[src/rtl/core/pdb_pkg.sv]
`timescale 1ns / 1ps
`default_nettype none
package pdb_pkg;

   localparam int COORD_BITS_DEF = 15;
   localparam int DIST_BITS      = 16;
   localparam int BEAR_BITS      = 9;
   localparam int OCT_BITS       = 6;
   localparam int OCT_LAST       = 44;
   localparam int TAN_FRAC       = 48;
   localparam int TAN_DEPTH      = 1 << OCT_BITS;

   typedef enum logic [2:0] {
      MODE_ZERO,
      MODE_AXIS,
      MODE_DIAG,
      MODE_LOW,
      MODE_HIGH
   } mode_type;

   typedef struct packed {
      mode_type    mode;
      logic [1:0]  quad;
   } ctl_type;

   typedef logic [TAN_FRAC-1:0] tan_lut_type [TAN_DEPTH];

   // tan(d deg) in unsigned Q0.48; entries past the octant are never used
   function automatic tan_lut_type build_tan();
      tan_lut_type t;
      real         r;
      for (int d = 0; d < TAN_DEPTH; d++) begin
         if (d <= OCT_LAST) begin
            r    = $tan(real'(d) * 3.14159265358979323846 / 180.0) * (2.0 ** TAN_FRAC);
            t[d] = TAN_FRAC'(longint'(r));
         end else begin
            t[d] = '0;
         end
      end
      return t;
   endfunction

   localparam tan_lut_type TAN_LUT = build_tan();

endpackage
`default_nettype wire

[src/rtl/core/pdb_step.sv]
`timescale 1ns / 1ps
`default_nettype none
module pdb_step #(
   parameter int CB  = pdb_pkg::COORD_BITS_DEF,
   parameter int IDX = 0
) (
   input  wire logic                          clock,
   input  wire logic                          reset,
   input  wire logic                          in_valid,
   input  wire logic [2*CB:0]                 in_rem,
   input  wire logic [CB:0]                   in_root,
   input  wire logic [CB-1:0]                 in_u,
   input  wire logic [CB-1:0]                 in_v,
   input  wire logic [pdb_pkg::OCT_BITS-1:0]  in_k,
   input  wire pdb_pkg::ctl_type              in_ctl,
   output logic                               out_valid,
   output logic [2*CB:0]                      out_rem,
   output logic [CB:0]                        out_root,
   output logic [CB-1:0]                      out_u,
   output logic [CB-1:0]                      out_v,
   output logic [pdb_pkg::OCT_BITS-1:0]       out_k,
   output pdb_pkg::ctl_type                   out_ctl
);
   import pdb_pkg::*;

   localparam int DB = CB + 1;
   localparam int SB = 2 * CB + 1;
   localparam int TW = SB + 2;
   localparam int PW = CB + TAN_FRAC;
   localparam int BI = (IDX < DB) ? (DB - 1 - IDX) : 0;
   localparam int KB = (IDX < OCT_BITS) ? (OCT_BITS - 1 - IDX) : 0;

   logic [TW-1:0]       trial;
   logic [SB-1:0]       rem_in;
   logic [DB-1:0]       root_in;
   logic [OCT_BITS-1:0] cand, k_in;
   logic [PW-1:0]       lhs, rhs;

   logic                valid_ff;
   logic [SB-1:0]       rem_ff;
   logic [DB-1:0]       root_ff;
   logic [CB-1:0]       u_ff, v_ff;
   logic [OCT_BITS-1:0] k_ff;
   ctl_type             ctl_ff;

   // sqrt: one root bit; atan: one bit of binary search over tan(d)
   always_comb begin
      trial   = (TW'(in_root) << (BI + 1)) | (TW'(1) << (2 * BI));
      rem_in  = in_rem;
      root_in = in_root;
      if (IDX < DB && {2'b00, in_rem} >= trial) begin
         rem_in  = SB'({2'b00, in_rem} - trial);
         root_in = in_root | (DB'(1) << BI);
      end
      cand = in_k | (OCT_BITS'(1) << KB);
      lhs  = {in_v, TAN_FRAC'(0)};
      rhs  = PW'(in_u) * PW'(TAN_LUT[cand]);
      k_in = in_k;
      if (IDX < OCT_BITS && cand <= OCT_BITS'(OCT_LAST) && lhs >= rhs) begin
         k_in = cand;
      end
   end

   always_ff @(posedge clock) begin
      if (reset) begin
         valid_ff <= 1'b0;
      end else begin
         valid_ff <= in_valid;
      end
   end

   always_ff @(posedge clock) begin
      rem_ff  <= rem_in;
      root_ff <= root_in;
      u_ff    <= in_u;
      v_ff    <= in_v;
      k_ff    <= k_in;
      ctl_ff  <= in_ctl;
   end

   assign out_valid = valid_ff;
   assign out_rem   = rem_ff;
   assign out_root  = root_ff;
   assign out_u     = u_ff;
   assign out_v     = v_ff;
   assign out_k     = k_ff;
   assign out_ctl   = ctl_ff;

endmodule
`default_nettype wire

[config.mk]
export PLATFORM = sky130hd
export DESIGN_NAME = pdb_step
export DESIGN_NICKNAME = d
export VERILOG_FILES = /design/src/rtl/core/pdb_pkg.sv /design/src/rtl/core/pdb_step.sv
export SDC_FILE = /design/constraint.sdc
export NUM_CORES = 2
export LEC_CHECK = 0
export BUFFER_PORTS_ARGS = -buffer_cell sky130_fd_sc_hd__clkbuf_2
export CORE_MARGIN = 5
export CORE_UTILIZATION = 64
export DETAILED_ROUTE_END_ITERATION = 10
export PLACE_DENSITY = 0.81
export SLEW_MARGIN = 30
export SYNTH_ARGS = -nofsm -noshare
export SYNTH_HDL_FRONTEND = slang
export SYNTH_SLANG_ARGS = --single-unit
[constraint.sdc]
create_clock -name clock -period 13.6 [get_ports clock]
set_input_delay 2.72 -clock clock [delete_from_list [all_inputs] [get_ports clock]]
set_output_delay 2.72 -clock clock [all_outputs]
set_load 0.01 [all_outputs]
# Yosys cells after proc, flatten, opt, wreduce, memory -nomap -nowiden
# Memories as Yosys holds them, arrays and structs flattened.
# Index checks and enable logic that the tools add are counted.
# op_classes
n_addsub,1
multipliers,1
n_reduce_logical,1
n_lt_le_gt_ge,4
muxes,3
bitwise_logic,1
# ops
operator,count
$mux 48,2
$ge 63x63->1,1
$mul 15x48->63,1
$ge 31x32->1,1
$mux 31,1
$sub 31x31->31,1
$ge 7x7->1 const B,1
$not 6->7,1
$le 6x6->1 const B,1
$logic_and 1x1->1,1
# totals
n_memories,1
romBits,3072
output_inout_bits,89
elab_cells,22
ff_bits,89
input_bits,91
# memory_table
memory,depth,word_bits,read_ports,rd_ports_with_merged_regs,write_ports,line_no,text
(no name shown),64,48,1,0,0,pdb_step.sv:57,rhs = PW'(in_u) * PW'(TAN_LUT[cand]);

# Depth between registers and ports, before layout
# depth
depth_word,7
ltp_mapped,42
mapped_depth_nobuf,40

# Worst setup path before layout
# OpenSTA, ideal clock, no wires.
# synth_path
kind,in2reg
start,input in_k[3] (netlist bit)
end,"register k_ff[5], in the netlist out_k[5]"
path_buffers,4
required_time_ns,13.516
setup_ns,0.084
t_arrival_ns,11.270
cell_stages,37
slack_ns,2.246
path_cell_list,clkbuf_1 clkbuf_1 clkbuf_1 a21oi_1 nor2_1 clkbuf_1 nand2_1 fa_1 inv_1 fa_1 fa_1 inv_1 fa_1 fa_1 inv_1 fa_1 ha_1 a21oi_1 o211ai_2 a2111oi_4 o22a_4 a211oi_1 o21ai_0 a21oi_1 o31ai_1 a311oi_1 ha_1 nand4_1 nor2_1 o211ai_1 a2111oi_0 o2111ai_1 nor4_1 nand4_1 nor4_2 nand4_1 o31ai_2
# synth_via
elab_chain_cells,7
word_cells_on_any_way,8
cone_classes,1 x mul; 2 x order compare; 2 x mux; 1 x bitwise; 1 x reduce/logical; 1 x memory
# synth_rtl
item,line_no,text
"start, declared",pdb_step.sv:14,"input wire logic [pdb_pkg::OCT_BITS-1:0] in_k,"
$not 6->7 (not written as such),pdb_step.sv:57,
$mem_v2 64x48,--,
$mux 48 (not written as such) (2 in series),pdb_step.sv:57,
$mul 15x48->63,pdb_step.sv:57,
$ge 63x63->1,pdb_step.sv:59,if (IDX < OCT_BITS && cand <= OCT_BITS'(OCT_LAST) && lhs >= rhs) begin
$logic_and 1x1->1 (*),pdb_step.sv:59,
"end signal, assigned",pdb_step.sv:77,k_ff <= k_in;
"end, declared",pdb_step.sv:43,logic [OCT_BITS-1:0] k_ff;
# Every way passes the cells marked *; elsewhere a longest branch is shown, timed or not. The select of a mux whose other input is x is not followed.
# A chain may end at the register's enable or synchronous reset.

# Final worst setup path
# layout_path
start,input in_k[1] (netlist bit)
end,"register k_ff[5], in the netlist out_k[5]"
# Same word-level chain as after synthesis.

==> flow_summary.toml <==
[grt]
grt_pass1_wl_microns = 125800
grt_pass1_vias = 23210
grt_start_max_net_pins = 43
grt_util_all_layers_pct = 36.14
grt-ovfl-total = 0
antenna_found_initial = 1

[drt]
ant_nets = 0
firstDrtPassIters = 8
wl_per_cell_microns = 22.32
viasPerCell = 6.063
wl_microns = 80040
drtIter0Drc = 2119
drc = 0
vias = 21740

[final_layout]
fillers = 3152
drive_gt1_share_pct = 10.59
seq_area_sq_um = 1782
area_growth_pct = 7.666
final_area_sq_um = 27990
multi_input_area_sq_um = 21810
nets = 3907
utilization_pct = 69.97

[timing]
tns_ns = 0
post-route-period-util_pct = 95.87
worst_slew_pin_slew_ns = 1.096
hold_viol = 0
final-max-slew-violation-count = 0
timing.final.crit_period_ns = 13.04
setup_violations = 0
slew_headroom_pct = 26.94
fin_hold_ws_ns = 2.449
fmax_mhz = 76.70

[power]
total_power_mw = 5.743
power_density_nw_per_um2 = 205.2
p_leak_nw = 14.09
max-vdd-ir-drop_mv = 0.1814

[yosys]
synth-simple-area-share_pct = 19.32
synth_top_family_by_area = "adder cells"
synth_largest_area_cell = "fa_1"
async_reset_ff_share_pct = 0
synth_top_area_share_pct = 45.97
syn_area_per_cell_sq_um = 8.891
syn_nets = 3777
ys_types = 73
synth_fa_ha_area_share_pct = 53.91
netlist_area_sq_um = 26000
yosysSeqAreaShare_pct = 6.853
syn_inst = 2924
synthMuxAreaShare_pct = 0.7219
synth_xor_area_share_pct = 1.449
ys.flop_type = "dfxtp_1"
synth_area_leaders = "fa_1 46%, ha_1 7.9%, inv_1 7.2%"
synth_seq_cells = 89
synth_edf_count = 0
ys.warnings.count = 0
synth_compound_area_share_pct = 8.263

[placement]
dpl_cell_area_sq_um = 27620
place_congestion = 1.054
hpwl_microns = 63890
numPortBuffers = 179

[status]
status = "finished clean"

[flow_run]
maxCapViolCount = 0

[worst_setup_path]
crit_path_start = "in_k[1]"
critPathKind = "primary input to flop"
critPathRequiredTime_ns = 13.89
cp_data_arrival_time_ns = 13.33
critPathSlowestCell = "fa_1"
endpoint_kind = "flop"
max_stage_delay_ns = 0.56
crit_top_cell = "fa_1"
start_kind = "primary input"
path_max_fanout = 11

[floorplan]
rows = 73
coreArea_sq_um = 40010
io_pins = 180
fp.dieH_microns = 211.6
die_w_microns = 211.6
die-area_sq_um = 44750
start_util_pct = 64.99

[worst_hold_path]
holdPathEnd = "out_ctl[3]"
hold_start = "in_ctl[3]"
min_path_cells = 1
min_path_type = "primary input to flop"

[clocking]
cts_buffers = 9
cts.sinks = 89
tritoncts = "built"
clk_path_buf_depth = 2
h-tree-depth = 3
ctsHoldBuffers = 0
clk_pin_slew_worst_paths_ns = 0.08
cts-root-buf = "clkbuf_16"
[power breakdown]
part           switching (mW)  total (mW)  internal (mW)
Sequential            0.00474       0.281          0.276
Combinational            3.14        5.20           2.06
Clock                   0.130       0.261          0.131
Total                    3.27        5.74           2.47
[Yosys cell counts, drive strengths merged, types with 5 or more instances]
| cell | number |
|---|---|
| nor3b | 5 |
| a21boi | 10 |
| ha | 165 |
| nand4 | 23 |
| o21ai | 70 |
| a311oi | 5 |
| nand2b | 9 |
| nor4 | 11 |
| xnor2 | 23 |
| o21a | 11 |
| o311ai | 5 |
| or2 | 5 |
| a21oi | 99 |
| o211ai | 12 |
| inv | 501 |
| or3 | 16 |
| nand3 | 42 |
| nor3 | 23 |
| buf | 15 |
| a211oi | 17 |
| xor2 | 20 |
| a2111oi | 5 |
| a21o | 39 |
| and3 | 7 |
| clkbuf | 134 |
| nor2 | 137 |
| fa | 597 |
| a31oi | 9 |
| o31ai | 6 |
| nor2b | 15 |
| and2 | 298 |
| o21bai | 7 |
| mux2 | 14 |
| nand2 | 435 |
| dfxtp | 89 |
[layout by cell type (no fill, tap or decap), types with 5 or more instances in the layout]
cell type / n
nand4_1: 23
nand2b_1: 9
nand2_1: 435
nor4_1: 10
o311ai_0: 5
a211oi_1: 15
buf_4: 88
o21a_1: 11
or2_2: 5
and3_1: 7
or3_1: 16
nor3b_1: 5
a21o_1: 38
o21ai_1: 6
fa_1: 597
mux2_2: 14
and2_1: 298
o21bai_1: 7
nor2b_1: 14
clkbuf_16: 9
ha_1: 165
inv_1: 501
xnor2_1: 23
nor2_1: 134
o211ai_1: 11
xor2_1: 20
nor3_1: 23
nand3_1: 42
dfxtp_1: 89
o21ai_0: 63
a31oi_1: 9
a21boi_0: 10
clkbuf_2: 177
a21oi_1: 96
[cells by family (layout without fill, tap and decap cells)]
logic type,after synthesis,count (layout)
simple gates,1038,1038
fa+ha+maj,762,762
buf+inv,650,784
compound gates,325,326
flops,89,89
xor+xnor,43,43
mux,17,17
other cells,0,2
[worst max-delay path, delay by kind of cell]
family / cells / cell delay [ns]
buf+inv: 7 / 1.10
compound gates: 11 / 2.62
fa+ha+maj: 9 / 4.10
simple gates: 13 / 2.74
[how the worst max path moves through the flow]
| stage | slack (ns) | cells past startpoint | endpoint |
|---|---|---|---|
| floorplan | 2.25 | 37 | out_k[5] |
| global placement | 0.37 | 41 | out_k[5] |
| detailed placement | -0.12 | 41 | out_k[5] |
| CTS | 0.27 | 41 | out_k[5] |
| global route | -0.07 | 39 | out_k[5] |
| finish | 0.56 | 40 | out_k[5] |
[what timing repair did]
item                       CTS  global route
gates resized for setup      0             5
setup buffers                0             5
setup endpoints to repair    0             1
[layer usage]
layer  vias up  wire, microns  global-route usage, %
li1       9251              -                      -
met1     10890          29690                  48.52
met2      1343          37360                  57.75
met3       259           9200                  8.091
met4         2           3775                  14.44
met5         -             13                      0
[sequential cells by signal, summed over array words and instances, names as in the netlist]
register and count:
out_k 6, out_ctl 5, out_valid 1, out_rem 31
out_u 15, out_root 16, out_v 15
[area by class of cell]
class / instances / area share [%]
Sequential cell: 89 / 6.365
Clock buffer: 9 / 0.8046
Timing Repair Buffer: 267 / 5.569
Clock inverter: 7 / 0.2727
Multi-Input combinational cell: 2186 / 77.91
Inverter: 501 / 6.718
Tap cell: 525 / 2.347
Antenna cell: 2 / 0.01788
[metrics by stage]
stage | cells | worst slack, ns
after floorplan | 2924 | 2.246
after global placement | 3562 | 0.3672
after CTS | 3578 | 0.2663
final | 3586 | 0.5621
after global routing | 3584 | -0.07338
after detailed placement | 3562 | -0.1187
Power figures use the tool's default switching activity.
