File: config.mk
export PLATFORM = sky130hd
export DESIGN_NAME = pdb_front
export DESIGN_NICKNAME = d
export VERILOG_FILES = /design/src/rtl/core/pdb_pkg.sv /design/src/rtl/core/pdb_front.sv
export SDC_FILE = /design/constraint.sdc
export NUM_CORES = 1
export LEC_CHECK = 0
export BUFFER_PORTS_ARGS = -buffer_cell sky130_fd_sc_hd__buf_4
export CAP_MARGIN = 25
export CORE_ASPECT_RATIO = 1.25
export CORE_MARGIN = 5
export CORE_UTILIZATION = 50
export CTS_CLUSTER_SIZE = 28
export DETAILED_ROUTE_END_ITERATION = 7
export GPL_TIMING_DRIVEN = 0
export HOLD_SLACK_MARGIN = 0.15
export PLACE_DENSITY = 0.68
export SYNTH_ARGS = -nofsm -noshare
export SYNTH_HDL_FRONTEND = slang
export SYNTH_SLANG_ARGS = --single-unit
export TNS_END_PERCENT = 30
File: constraint.sdc
create_clock -name clock -period 25.8 [get_ports clock]
set_clock_uncertainty 0.05 [all_clocks]
set_input_delay 1.29 -clock clock [delete_from_list [all_inputs] [get_ports clock]]
set_output_delay 1.29 -clock clock [all_outputs]
set_load 0.05 [all_outputs]
File: src/rtl/core/pdb_pkg.sv
`timescale 1ns / 1ps
`default_nettype none
package pdb_pkg;

   localparam int COORD_BITS_DEF = 15;
   localparam int DIST_BITS      = 16;
   localparam int BEAR_BITS      = 9;
   localparam int OCT_BITS       = 6;
   localparam int OCT_LAST       = 44;
   localparam int TAN_FRAC       = 48;
   localparam int TAN_DEPTH      = 1 << OCT_BITS;

   typedef enum logic [2:0] {
      MODE_ZERO,
      MODE_AXIS,
      MODE_DIAG,
      MODE_LOW,
      MODE_HIGH
   } mode_type;

   typedef struct packed {
      mode_type    mode;
      logic [1:0]  quad;
   } ctl_type;

   typedef logic [TAN_FRAC-1:0] tan_lut_type [TAN_DEPTH];

   // tan(d deg) in unsigned Q0.48; entries past the octant are never used
   function automatic tan_lut_type build_tan();
      tan_lut_type t;
      real         r;
      for (int d = 0; d < TAN_DEPTH; d++) begin
         if (d <= OCT_LAST) begin
            r    = $tan(real'(d) * 3.14159265358979323846 / 180.0) * (2.0 ** TAN_FRAC);
            t[d] = TAN_FRAC'(longint'(r));
         end else begin
            t[d] = '0;
         end
      end
      return t;
   endfunction

   localparam tan_lut_type TAN_LUT = build_tan();

endpackage
`default_nettype wire

File: src/rtl/core/pdb_front.sv
`timescale 1ns / 1ps
`default_nettype none
module pdb_front #(
   parameter int CB = pdb_pkg::COORD_BITS_DEF
) (
   input  wire logic              clock,
   input  wire logic              reset,
   input  wire logic              in_valid,
   input  wire logic [CB-1:0]     x1,
   input  wire logic [CB-1:0]     y1,
   input  wire logic [CB-1:0]     x2,
   input  wire logic [CB-1:0]     y2,
   output logic                   out_valid,
   output logic [2*CB:0]          out_sq,
   output logic [CB-1:0]          out_u,
   output logic [CB-1:0]          out_v,
   output pdb_pkg::ctl_type       out_ctl
);
   import pdb_pkg::*;

   logic signed [CB:0] ax, ay, nax, nay;
   logic [CB-1:0]      u, v, uu, vv;
   ctl_type            ctl;
   logic [2*CB:0]      sq;

   logic               valid_ff, valid_in;
   logic [2*CB:0]      sq_ff;
   logic [CB-1:0]      u_ff, v_ff;
   ctl_type            ctl_ff;

   always_comb begin
      ax  = $signed({1'b0, x2}) - $signed({1'b0, x1});
      ay  = $signed({1'b0, y1}) - $signed({1'b0, y2});
      nax = -ax;
      nay = -ay;
      ctl.quad = 2'd0;
      u = '0;
      v = '0;
      if (ax > 0 && ay >= 0) begin
         ctl.quad = 2'd0; u = ax[CB-1:0];  v = ay[CB-1:0];
      end else if (ax <= 0 && ay > 0) begin
         ctl.quad = 2'd1; u = ay[CB-1:0];  v = nax[CB-1:0];
      end else if (ax < 0 && ay <= 0) begin
         ctl.quad = 2'd2; u = nax[CB-1:0]; v = nay[CB-1:0];
      end else begin
         ctl.quad = 2'd3; u = nay[CB-1:0]; v = ax[CB-1:0];
      end
      uu = u;
      vv = v;
      if (ax == 0 && ay == 0) begin
         ctl.mode = MODE_ZERO;
      end else if (v == '0) begin
         ctl.mode = MODE_AXIS;
      end else if (v == u) begin
         ctl.mode = MODE_DIAG;
      end else if (v < u) begin
         ctl.mode = MODE_LOW;
      end else begin
         ctl.mode = MODE_HIGH;
         uu = v;
         vv = u;
      end
      sq = (2*CB+1)'({CB'(0), u} * {CB'(0), u}) + (2*CB+1)'({CB'(0), v} * {CB'(0), v});
      valid_in = in_valid;
   end

   always_ff @(posedge clock) begin
      if (reset) begin
         valid_ff <= 1'b0;
      end else begin
         valid_ff <= valid_in;
      end
   end

   always_ff @(posedge clock) begin
      sq_ff  <= sq;
      u_ff   <= uu;
      v_ff   <= vv;
      ctl_ff <= ctl;
   end

   assign out_valid = valid_ff;
   assign out_sq    = sq_ff;
   assign out_u     = u_ff;
   assign out_v     = v_ff;
   assign out_ctl   = ctl_ff;

endmodule
`default_nettype wire

-- Word-level counts from Yosys, hierarchy flattened
Cells that the tools add are included.
Widths: inputs -> output; s select.
- register bits: 67
- latch bits: 0
- bits in writable memories: 0
- memory bits (read-only): 0
- input port bits: 63
- output and inout bits: 67
- word-level logic and storage cells: 53
- memories kept: 0
- add/sub/neg operators: 5
- $mul: 2
- divide/modulo/power cells: 0
- magnitude comparators: 7
- equality and inequality tests: 1
- shifts and indexed selects: 0
- muxes and demuxes: 19
- bitwise operators: 0
- reductions and logical operators: 10
- operators with widths (operator ; count):
    $mux 15 ; 14
    $logic_not 32->1 ; 2
    $mul 15x15->30 ; 2
    $gt 16x1->1 const B ; 2
    $le 16x1->1 const B ; 2
    $sub 15x15->16 ; 2
    $add 30x30->31 ; 1
    $neg 15->15 ; 2
    $ge 16x1->1 const B ; 1
    $lt 16x1->1 const B ; 1
    $eq 15x15->1 ; 1
    $logic_not 15->1 ; 1
    $lt 15x15->1 ; 1
    $logic_and 1x1->1 ; 4
    $reduce_or 2->1 ; 2
    $mux 1 ; 3
    $mux 3 ; 1
    $reduce_or 3->1 ; 1
    $mux 2 ; 1

-- Longest topological paths before layout
Gate-level depths: netlist of the first run.
- depth in word-level cells: 11
- depth in mapped cells: 47
- depth with buffers taken out: 44

-- Worst setup path after synthesis of the first run
OpenSTA, ideal clock, no wires.
- path kind: in2reg
- start: in y1[0]
- end: reg sq_ff[29] (netlist: out_sq[29])
- setup time: 0.131 ns
- arrival: 11.373 ns
- data required time: 25.619 ns
- slack: 14.246 ns
- stages on the path: 40
- buffers on the path: 4
- cell sequence: inv_1 -> ha_1 -> fa_1 -> nand2b_1 -> a21oi_1 -> xor2_1 -> nor4b_4 -> nand2_1 -> or3_1 -> buf_2 -> o41ai_4 -> buf_4 -> nand2_1 -> clkbuf_1 -> nand2_1 -> a21oi_1 -> a221oi_1 -> clkbuf_1 -> (+4 left out) -> inv_1 -> fa_1 -> inv_1 -> fa_1 -> fa_1 -> fa_1 -> fa_1 -> ha_1 -> a21o_1 -> a21oi_1 -> o21ai_0 -> and2_1 -> o31ai_1 -> a21oi_1 -> a211oi_1 -> or3_1 -> o31ai_1 -> xor2_1
- longest elaborated chain between the ends: 8
- elaborated cells on any way between the ends: 17
- classes of those cells: add/sub (3); mul (2); order compare (3); mux (6); reduce/logical (3)
- RTL lines (item ; RTL line ; RTL):
    from (decl) ; pdb_front.sv:10 ; input wire logic [CB-1:0] y1,
    $sub 15x15->16 (*) ; pdb_front.sv:33 ; ay = $signed({1'b0, y1}) - $signed({1'b0, y2});
    $le 16x1->1 ; pdb_front.sv:43 ; end else if (ax < 0 && ay <= 0) begin
    $logic_and 1x1->1 ; pdb_front.sv:43 ;
    $mux 15 ; pdb_front.sv:43 ;
    $mux 15 ; pdb_front.sv:41 ; end else if (ax <= 0 && ay > 0) begin
    $mux 15 ; pdb_front.sv:39 ; if (ax > 0 && ay >= 0) begin
    $mul 15x15->30 ; pdb_front.sv:63 ; sq = (2*CB+1)'({CB'(0), u} * {CB'(0), u}) + (2*CB+1)'({CB'(0), v} * {CB'(0), v});
    $add 30x30->31 (*) ; pdb_front.sv:63 ;
    named net sq[29] ; pdb_front.sv:24 ; logic [2*CB:0] sq;
    to (signal assigned) ; pdb_front.sv:76 ; sq_ff <= sq;
    to (decl) ; pdb_front.sv:27 ; logic [2*CB:0] sq_ff;
The timed path passes the listed nets; every way through them passes the cells marked *.
A chain may end at the register's enable or synchronous reset.

-- Final worst setup path of the first run
- start: in x2[0]
- end: reg sq_ff[29] (netlist: out_sq[29])
- longest elaborated chain between the ends: 8
- elaborated cells on any way between the ends: 17
- classes of those cells: add/sub (3); mul (2); order compare (3); mux (6); reduce/logical (3)
- RTL lines (item ; RTL line ; RTL):
    from (decl) ; pdb_front.sv:11 ; input wire logic [CB-1:0] x2,
    $sub 15x15->16 (*) ; pdb_front.sv:32 ; ax = $signed({1'b0, x2}) - $signed({1'b0, x1});
    $lt 16x1->1 ; pdb_front.sv:43 ;
    $logic_and 1x1->1 ; pdb_front.sv:43 ;
    $mux 15 ; pdb_front.sv:43 ;
    $mux 15 ; pdb_front.sv:41 ;
    $mux 15 ; pdb_front.sv:39 ;
    $mul 15x15->30 ; pdb_front.sv:63 ;
    $add 30x30->31 (*) ; pdb_front.sv:63 ;
    named net sq[29] ; pdb_front.sv:24 ;
Marks and branches as above.

==> results of run 1 <==
registers in the layout (all words and copies together), names as in the netlist:
name	flops
out_u	15
out_ctl	5
out_valid	1
out_sq	31
out_v	15
per-stage QoR:
stage / std cells / util / area (sq um) / hold WS, ns / worst slack (ns)
2_1_floorplan: 2068 / - / 18340 / 1.312 / 14.25
3_3_place_gp: 2677 / 0.5483 / 19910 / 1.398 / 11.17
3_5_place_dp: 2681 / 0.5490 / 19930 / 1.404 / 11.32
4_1_cts: 2697 / 0.5580 / 20260 / 1.006 / 11.66
5_1_grt: 2699 / 0.5584 / 20270 / 1.024 / 11.21
6_report: 2699 / 0.5584 / 20270 / 1.026 / 11.90
worst max-delay path, delay by kind of cell:
family	cells	cell delay (ns)
compound gates	12	4.13
buf+inv	10	1.90
xor+xnor	1	0.18
fa+ha+maj	11	4.97
simple gates	6	1.64
path summary, 6_finish.rpt:
| check | startpoint | end | slack [ns] | cells past startpoint |
|---|---|---|---|---|
| hold / removal | reset | out_valid$_SDFF_PP0_ | 1.03 | 2 |
| setup / recovery | x2[0] | out_sq[29]$_DFF_P_ | 11.90 | 40 |
cell usage after synthesis, types with 6 or more instances:
cell type    n  share of area
a211oi_1     9         0.0037
a21boi_0     6         0.0025
a21o_1      26          0.011
a21oi_1     71          0.019
a221oi_1     6         0.0029
a31oi_1     15         0.0051
and2_1       9         0.0031
and3_1       9         0.0031
buf_4        6         0.0025
buf_6       15         0.0092
clkbuf_1    34         0.0070
clkinv_1     6         0.0012
dfxtp_1     67          0.073
fa_1       328           0.36
ha_1       210           0.14
inv_1      485          0.099
mux2i_1     36          0.020
nand2_1    139          0.028
nand2b_1    30          0.010
nand3_1     22         0.0060
nand4_1      6         0.0020
nor2_1     166          0.034
nor2b_1     14         0.0048
nor3_1      29         0.0079
nor4_1       6         0.0020
o211ai_1    10         0.0041
o21a_1      13         0.0053
o21ai_0     38          0.010
o21ai_1      7         0.0019
o221ai_1     6         0.0029
o22ai_1      7         0.0024
o31ai_1      9         0.0037
or2_2       27         0.0092
or3_1       10         0.0034
xnor2_1     52          0.025
xor2_1      22          0.011
final cells by class:
type	count	area, sq um	area share
timing repair buffer	135	1006	0.04962
sequential	67	1341	0.06616
clock buffer	11	242.7	0.01197
multi-input combinational	1439	14710	0.7255
tap	480	600.6	0.02963
clock inverter	5	86.33	0.004259
inverter	496	1862	0.09184
buffer	66	426.7	0.02105
cells by family after synthesis:
| logic type | after synthesis | share of synthesized area |
|---|---|---|
| buffers and inverters | 562 | 0.1248 |
| adders and majority gates | 540 | 0.5026 |
| and+or+nand+nor | 498 | 0.1302 |
| AOI/OAI and AO/OA | 286 | 0.1112 |
| xor gates and xnor gates | 74 | 0.03535 |
| DFF | 67 | 0.07315 |
| muxes | 41 | 0.02272 |
routing by layer:
metal / wire length (um) / GRT usage / part of all wire
met1: 19640 / 0.3119 / 0.38
met2: 26240 / 0.4631 / 0.50
met3: 3306 / 0.04093 / 0.063
met4: 3066 / 0.1441 / 0.059
met5: 0 / 0 / 0
==> impl_metrics.csv, run 1 <==
group,metric,value,unit
die,coreArea,36300,sq um
drt,via_count,14824,
grt,grt_pass1_vias,16062,
placed_design,numPortBuffers,129,
drt,final_antenna_net_count,0,
die,die_w,181.3,um
clocking,cts_setup_buffers,0,
layout,mostFrequentLayoutCells,"485 x inv_1, 328 x fa_1, 210 x ha_1",
status,outcome,"complete, no violations",
worst_hold_path,hold_path.class,"primary input to flip-flop",
sta,fmax,0.07192,GHz
synthesis,ys_seq_elements,67,
sta,setup_viol,0,
drt,wl_per_cell,19.36,um
clocking,clock_sinks,67,
setup_path,crit_arrival,14.15,ns
clocking,clockRootBuffer,"clkbuf_16",
setup_path,critPathMostFrequentCell,"fa_1",
die,rows,78,
layout,areaGrowthSynthToFinish,10.56,%
setup_path,cp_slowest_stage_delay,0.84,ns
drt,wl,52250,um
synthesis,netlist_area,18340,sq um
die,die-area,40630,sq um
placed_design,hpwl,43860,um
setup_path,critPathLaunchType,"primary input",
clocking,cts-htree-levels,3,
clocking,cts_tree,"yes",
setup_path,cp_slowest_cell,"o21ai_1",
clocking,hold_buffers,0,
layout,drive_gt1_frac,0.1091,
synthesis,async_flop_share,0,
synthesis,synthCells,2068,
layout,antenna_cells,0,
grt,grt_use_total,0.2646,
sta,tns,0,ns
sta,min_period,13.90,ns
synthesis,avgSynthCellArea,8.867,sq um
layout,final_common_cell,"inv_1",
clocking,clockBufferDepth,2,
die,io_pins,130,
die,start_util,0.5051,
layout,nets,2815,
sta,tightest_slew,1.010,ns
sta,drv_slew,0,
grt,grt_max_degree,13,
grt,antenna_found_initial,0,
sta,hold_viol_final,0,
synthesis,synth-edff-count,0,
synthesis,yosysSeqAreaShare,0.07315,
clocking,path_clk_slew,0.06,ns
grt,grt_remaining_overflow,0,
layout,fillerInstances,3378,
synthesis,ys.warnings.count,0,
drt,routed_via_density,5.492,
drt,drtIter0Drc,893,
clocking,ctsResizeCount,0,
setup_path,crit_type,"primary input to flip-flop",
drt,drc,0,
setup_path,critPathMaxFanout,11,
synthesis,synth_cell_types,99,
placed_design,gp_congestion,0.9667,
sta,post-route-period-util,0.5389,
clocking,cts_inserted_buffers,9,
sta,rsz0062_at_grt,"false",
synthesis,synth_fp_nets,2669,
die,dieHeight,224.1,um
setup_path,end_kind,"flip-flop",
sta,worst_slew_margin_rel,0.3268,
grt,grt_pass1_wl,84090,um
synthesis,ys.flop_type,"dfxtp_1",
drt,dr.pass1.iters,8,
flow_run,cap_violations,0,
setup_path,cp.required,26.05,ns
Power of run 1 is left out: the tool's default activity adds up to more than one toggle a clock period on the data nets, which glitch-free logic cannot reach.
==> run 2: changes to the inputs <==
--- a/config.mk
+++ b/config.mk
@@ -5,6 +5,7 @@
 export SDC_FILE = /design/constraint.sdc
 export NUM_CORES = 1
 export LEC_CHECK = 0
+export ABC_AREA = 1
 export BUFFER_PORTS_ARGS = -buffer_cell sky130_fd_sc_hd__buf_4
 export CAP_MARGIN = 25
 export CORE_ASPECT_RATIO = 1.25
@@ -14,7 +15,7 @@
 export DETAILED_ROUTE_END_ITERATION = 7
 export GPL_TIMING_DRIVEN = 0
 export HOLD_SLACK_MARGIN = 0.15
-export PLACE_DENSITY = 0.68
+export PLACE_DENSITY = 0.71
 export SYNTH_ARGS = -nofsm -noshare
 export SYNTH_HDL_FRONTEND = slang
 export SYNTH_SLANG_ARGS = --single-unit
==> constraint.sdc (replaced) <==
create_clock -name clock -period 11.95 [get_ports clock]
set_clock_uncertainty 0.05 [all_clocks]
set_input_delay 0.5975 -clock clock [delete_from_list [all_inputs] [get_ports clock]]
set_output_delay 0.5975 -clock clock [all_outputs]
set_load 0.05 [all_outputs]
==> impl_metrics.csv, run 2 <==
group,metric,value,unit
status,outcome,"complete, no violations",
drt,final_antenna_net_count,0,
sta,worst_slew_margin_rel,0.3496,
die,dieHeight,224.0,um
grt,grt_remaining_overflow,0,
placed_design,hpwl,43160,um
setup_path,end_kind,"flip-flop",
sta,post-route-period-util,0.9492,
sta,whs,0.3220,ns
layout,mostFrequentLayoutCells,"629 x inv_1, 477 x nand2_1, 328 x fa_1",
clocking,cts_inserted_buffers,9,
sta,drv_slew,0,
sta,tns,0,ns
synthesis,synthCells,2367,
grt,grt_max_degree,14,
synthesis,async_flop_share,0,
synthesis,synth_cell_types,48,
synthesis,ys.warnings.count,0,
layout,fillerInstances,3455,
setup_path,cp_slowest_cell,"fa_1",
sta,setup_viol,0,
synthesis,ys_seq_elements,67,
drt,drc,0,
placed_design,numPortBuffers,129,
layout,fin_util,0.5581,
synthesis,avgSynthCellArea,7.740,sq um
synthesis,yosys-top-cells-area,"fa_1 36%, ha_1 14%, inv_1 13%, nand2_1 9.8%, dfxtp_1 7.3%",
die,die-area,40590,sq um
layout,multi_input_area,14300,sq um
layout,nets,3107,
layout,largest_reg_flops,31,
grt,grt_pass1_vias,16147,
grt,antenna_found_initial,0,
flow_run,cap_violations,0,
die,io_pins,130,
setup_path,cp_slowest_stage_delay,0.51,ns
setup_path,cp.required,12.19,ns
sta,tightest_slew,0.9510,ns
layout,antenna_cells,0,
synthesis,synth_commonest_cells,"630 x inv_1, 477 x nand2_1, 328 x fa_1",
drt,via_count,15367,
synthesis,yosysSeqAreaShare,0.07321,
layout,seq_area,1341,sq um
synthesis,netlist_area,18320,sq um
synthesis,synth_fp_nets,2968,
worst_hold_path,hold_path.class,"primary input to flip-flop",
setup_path,crit_arrival,11.59,ns
clocking,cts-htree-levels,3,
layout,drive_gt1_frac,0.1035,
clocking,clock_sinks,67,
clocking,path_clk_slew,0.06,ns
clocking,clockRootBuffer,"clkbuf_16",
placed_design,gp_congestion,0.9840,
grt,grt_use_total,0.2566,
setup_path,critPathMaxFanout,10,
layout,final_common_cell,"inv_1",
sta,rsz0062_at_grt,"false",
die,coreArea,36300,sq um
setup_path,crit_type,"primary input to flip-flop",
clocking,cts_tree,"yes",
drt,drtIter0Drc,1108,
drt,dr.pass1.iters,6,
synthesis,ys.flop_type,"dfxtp_1",
die,rows,78,
drt,wl_per_cell,17.01,um
sta,hold_viol_final,0,
layout,areaGrowthSynthToFinish,10.60,%
setup_path,critPathLaunchType,"primary input",
die,die_w,181.2,um
synthesis,synth-edff-count,0,
grt,grt_pass1_wl,82120,um
sta,min_period,11.34,ns
die,start_util,0.5047,
drt,routed_via_density,5.138,
synthesis,yosysMostFrequentCell,"inv_1",
setup_path,critPathMostFrequentCell,"fa_1",
synthesis,synth_top_area_cell,"fa_1",
synthesis,yosysTopAreaCellShare,0.3584,
sta,fmax,0.08816,GHz
clocking,clockBufferDepth,2,
drt,wl,50880,um
==> run 2: cell types whose count changed in the layout (fill, tap and decap cells not counted), moves of 22 or more <==
cell / previous run / this run
nand2_2: 0 / 25
nand3_1: 22 / 111
nor2_1: 166 / 192
nand2_1: 139 / 477
xnor2_1: 52 / 14
a21oi_1: 71 / 49
mux2i_1: 36 / 0
nand2b_1: 30 / 0
inv_1: 485 / 629
or2_2: 27 / 1
==> run 2: final timing paths <==
path   from                   end  slack [ns]  cells after the start
max   y1[0]    out_sq[29]$_DFF_P_        0.61                     47
min   reset  out_valid$_SDFF_PP0_        0.32                      2
==> run 2: timing repair <==
item,CTS,global route
gates cloned,0,0
endpoints found under the hold margin,0,0
resized for setup,6,12
setup endpoints to repair,3,9
hold buffers,0,0
setup buffers,0,0
==> run 2: cells by family (layout without fill, tap and decap cells) <==
logic type,after synthesis,after routing,synth area share
adder cells (fa/ha/maj),538,538,0.5018
XOR/XNOR,57,57,0.02848
AO/OA/AOI/OAI,140,140,0.04610
AND/OR/NAND/NOR,868,868,0.2020
flip-flops,67,67,0.07321
buffers and inverters,697,841,0.1484
==> run 2: area by class of cell <==
cell class                 instances  share of cell area
multi-input combinational       1603              0.7058
tap                              480             0.02964
timing repair buffer             129             0.04779
clock inverter                     6            0.004631
inverter                         650              0.1205
sequential                        67             0.06619
buffer                            46             0.01371
clock buffer                      10             0.01179
==> run 2: critical path: cells and delay by family <==
family,cells,cell delay (ns)
AOI/OAI and AO/OA,10,2.50
xor gates and xnor gates,1,0.17
adders and majority gates,11,4.85
buffers and inverters,12,1.43
and+or+nand+nor,13,1.99
==> run 2: stage by stage <==
stage / cells / setup WS (ns) / area (sq um)
6_report: 2991 / 0.6075 / 20260
3_5_place_dp: 2976 / -0.7351 / 19890
4_1_cts: 2992 / 0.02502 / 20240
5_1_grt: 2991 / 0.01554 / 20260
2_1_floorplan: 2367 / 2.032 / 18320
3_3_place_gp: 2976 / -0.5984 / 19890
==> run 2: routing by layer <==
| layer | global-route usage | part of all wire | vias up |
|---|---|---|---|
| li1 | - | - | 7275 |
| met1 | 0.3043 | 0.38 | 7431 |
| met3 | 0.03833 | 0.069 | 123 |
| met4 | 0.1206 | 0.049 | 0 |
| met2 | 0.4574 | 0.50 | 538 |
| met5 | 0 | 0 | - |
Power of run 2 is left out for the same reason.
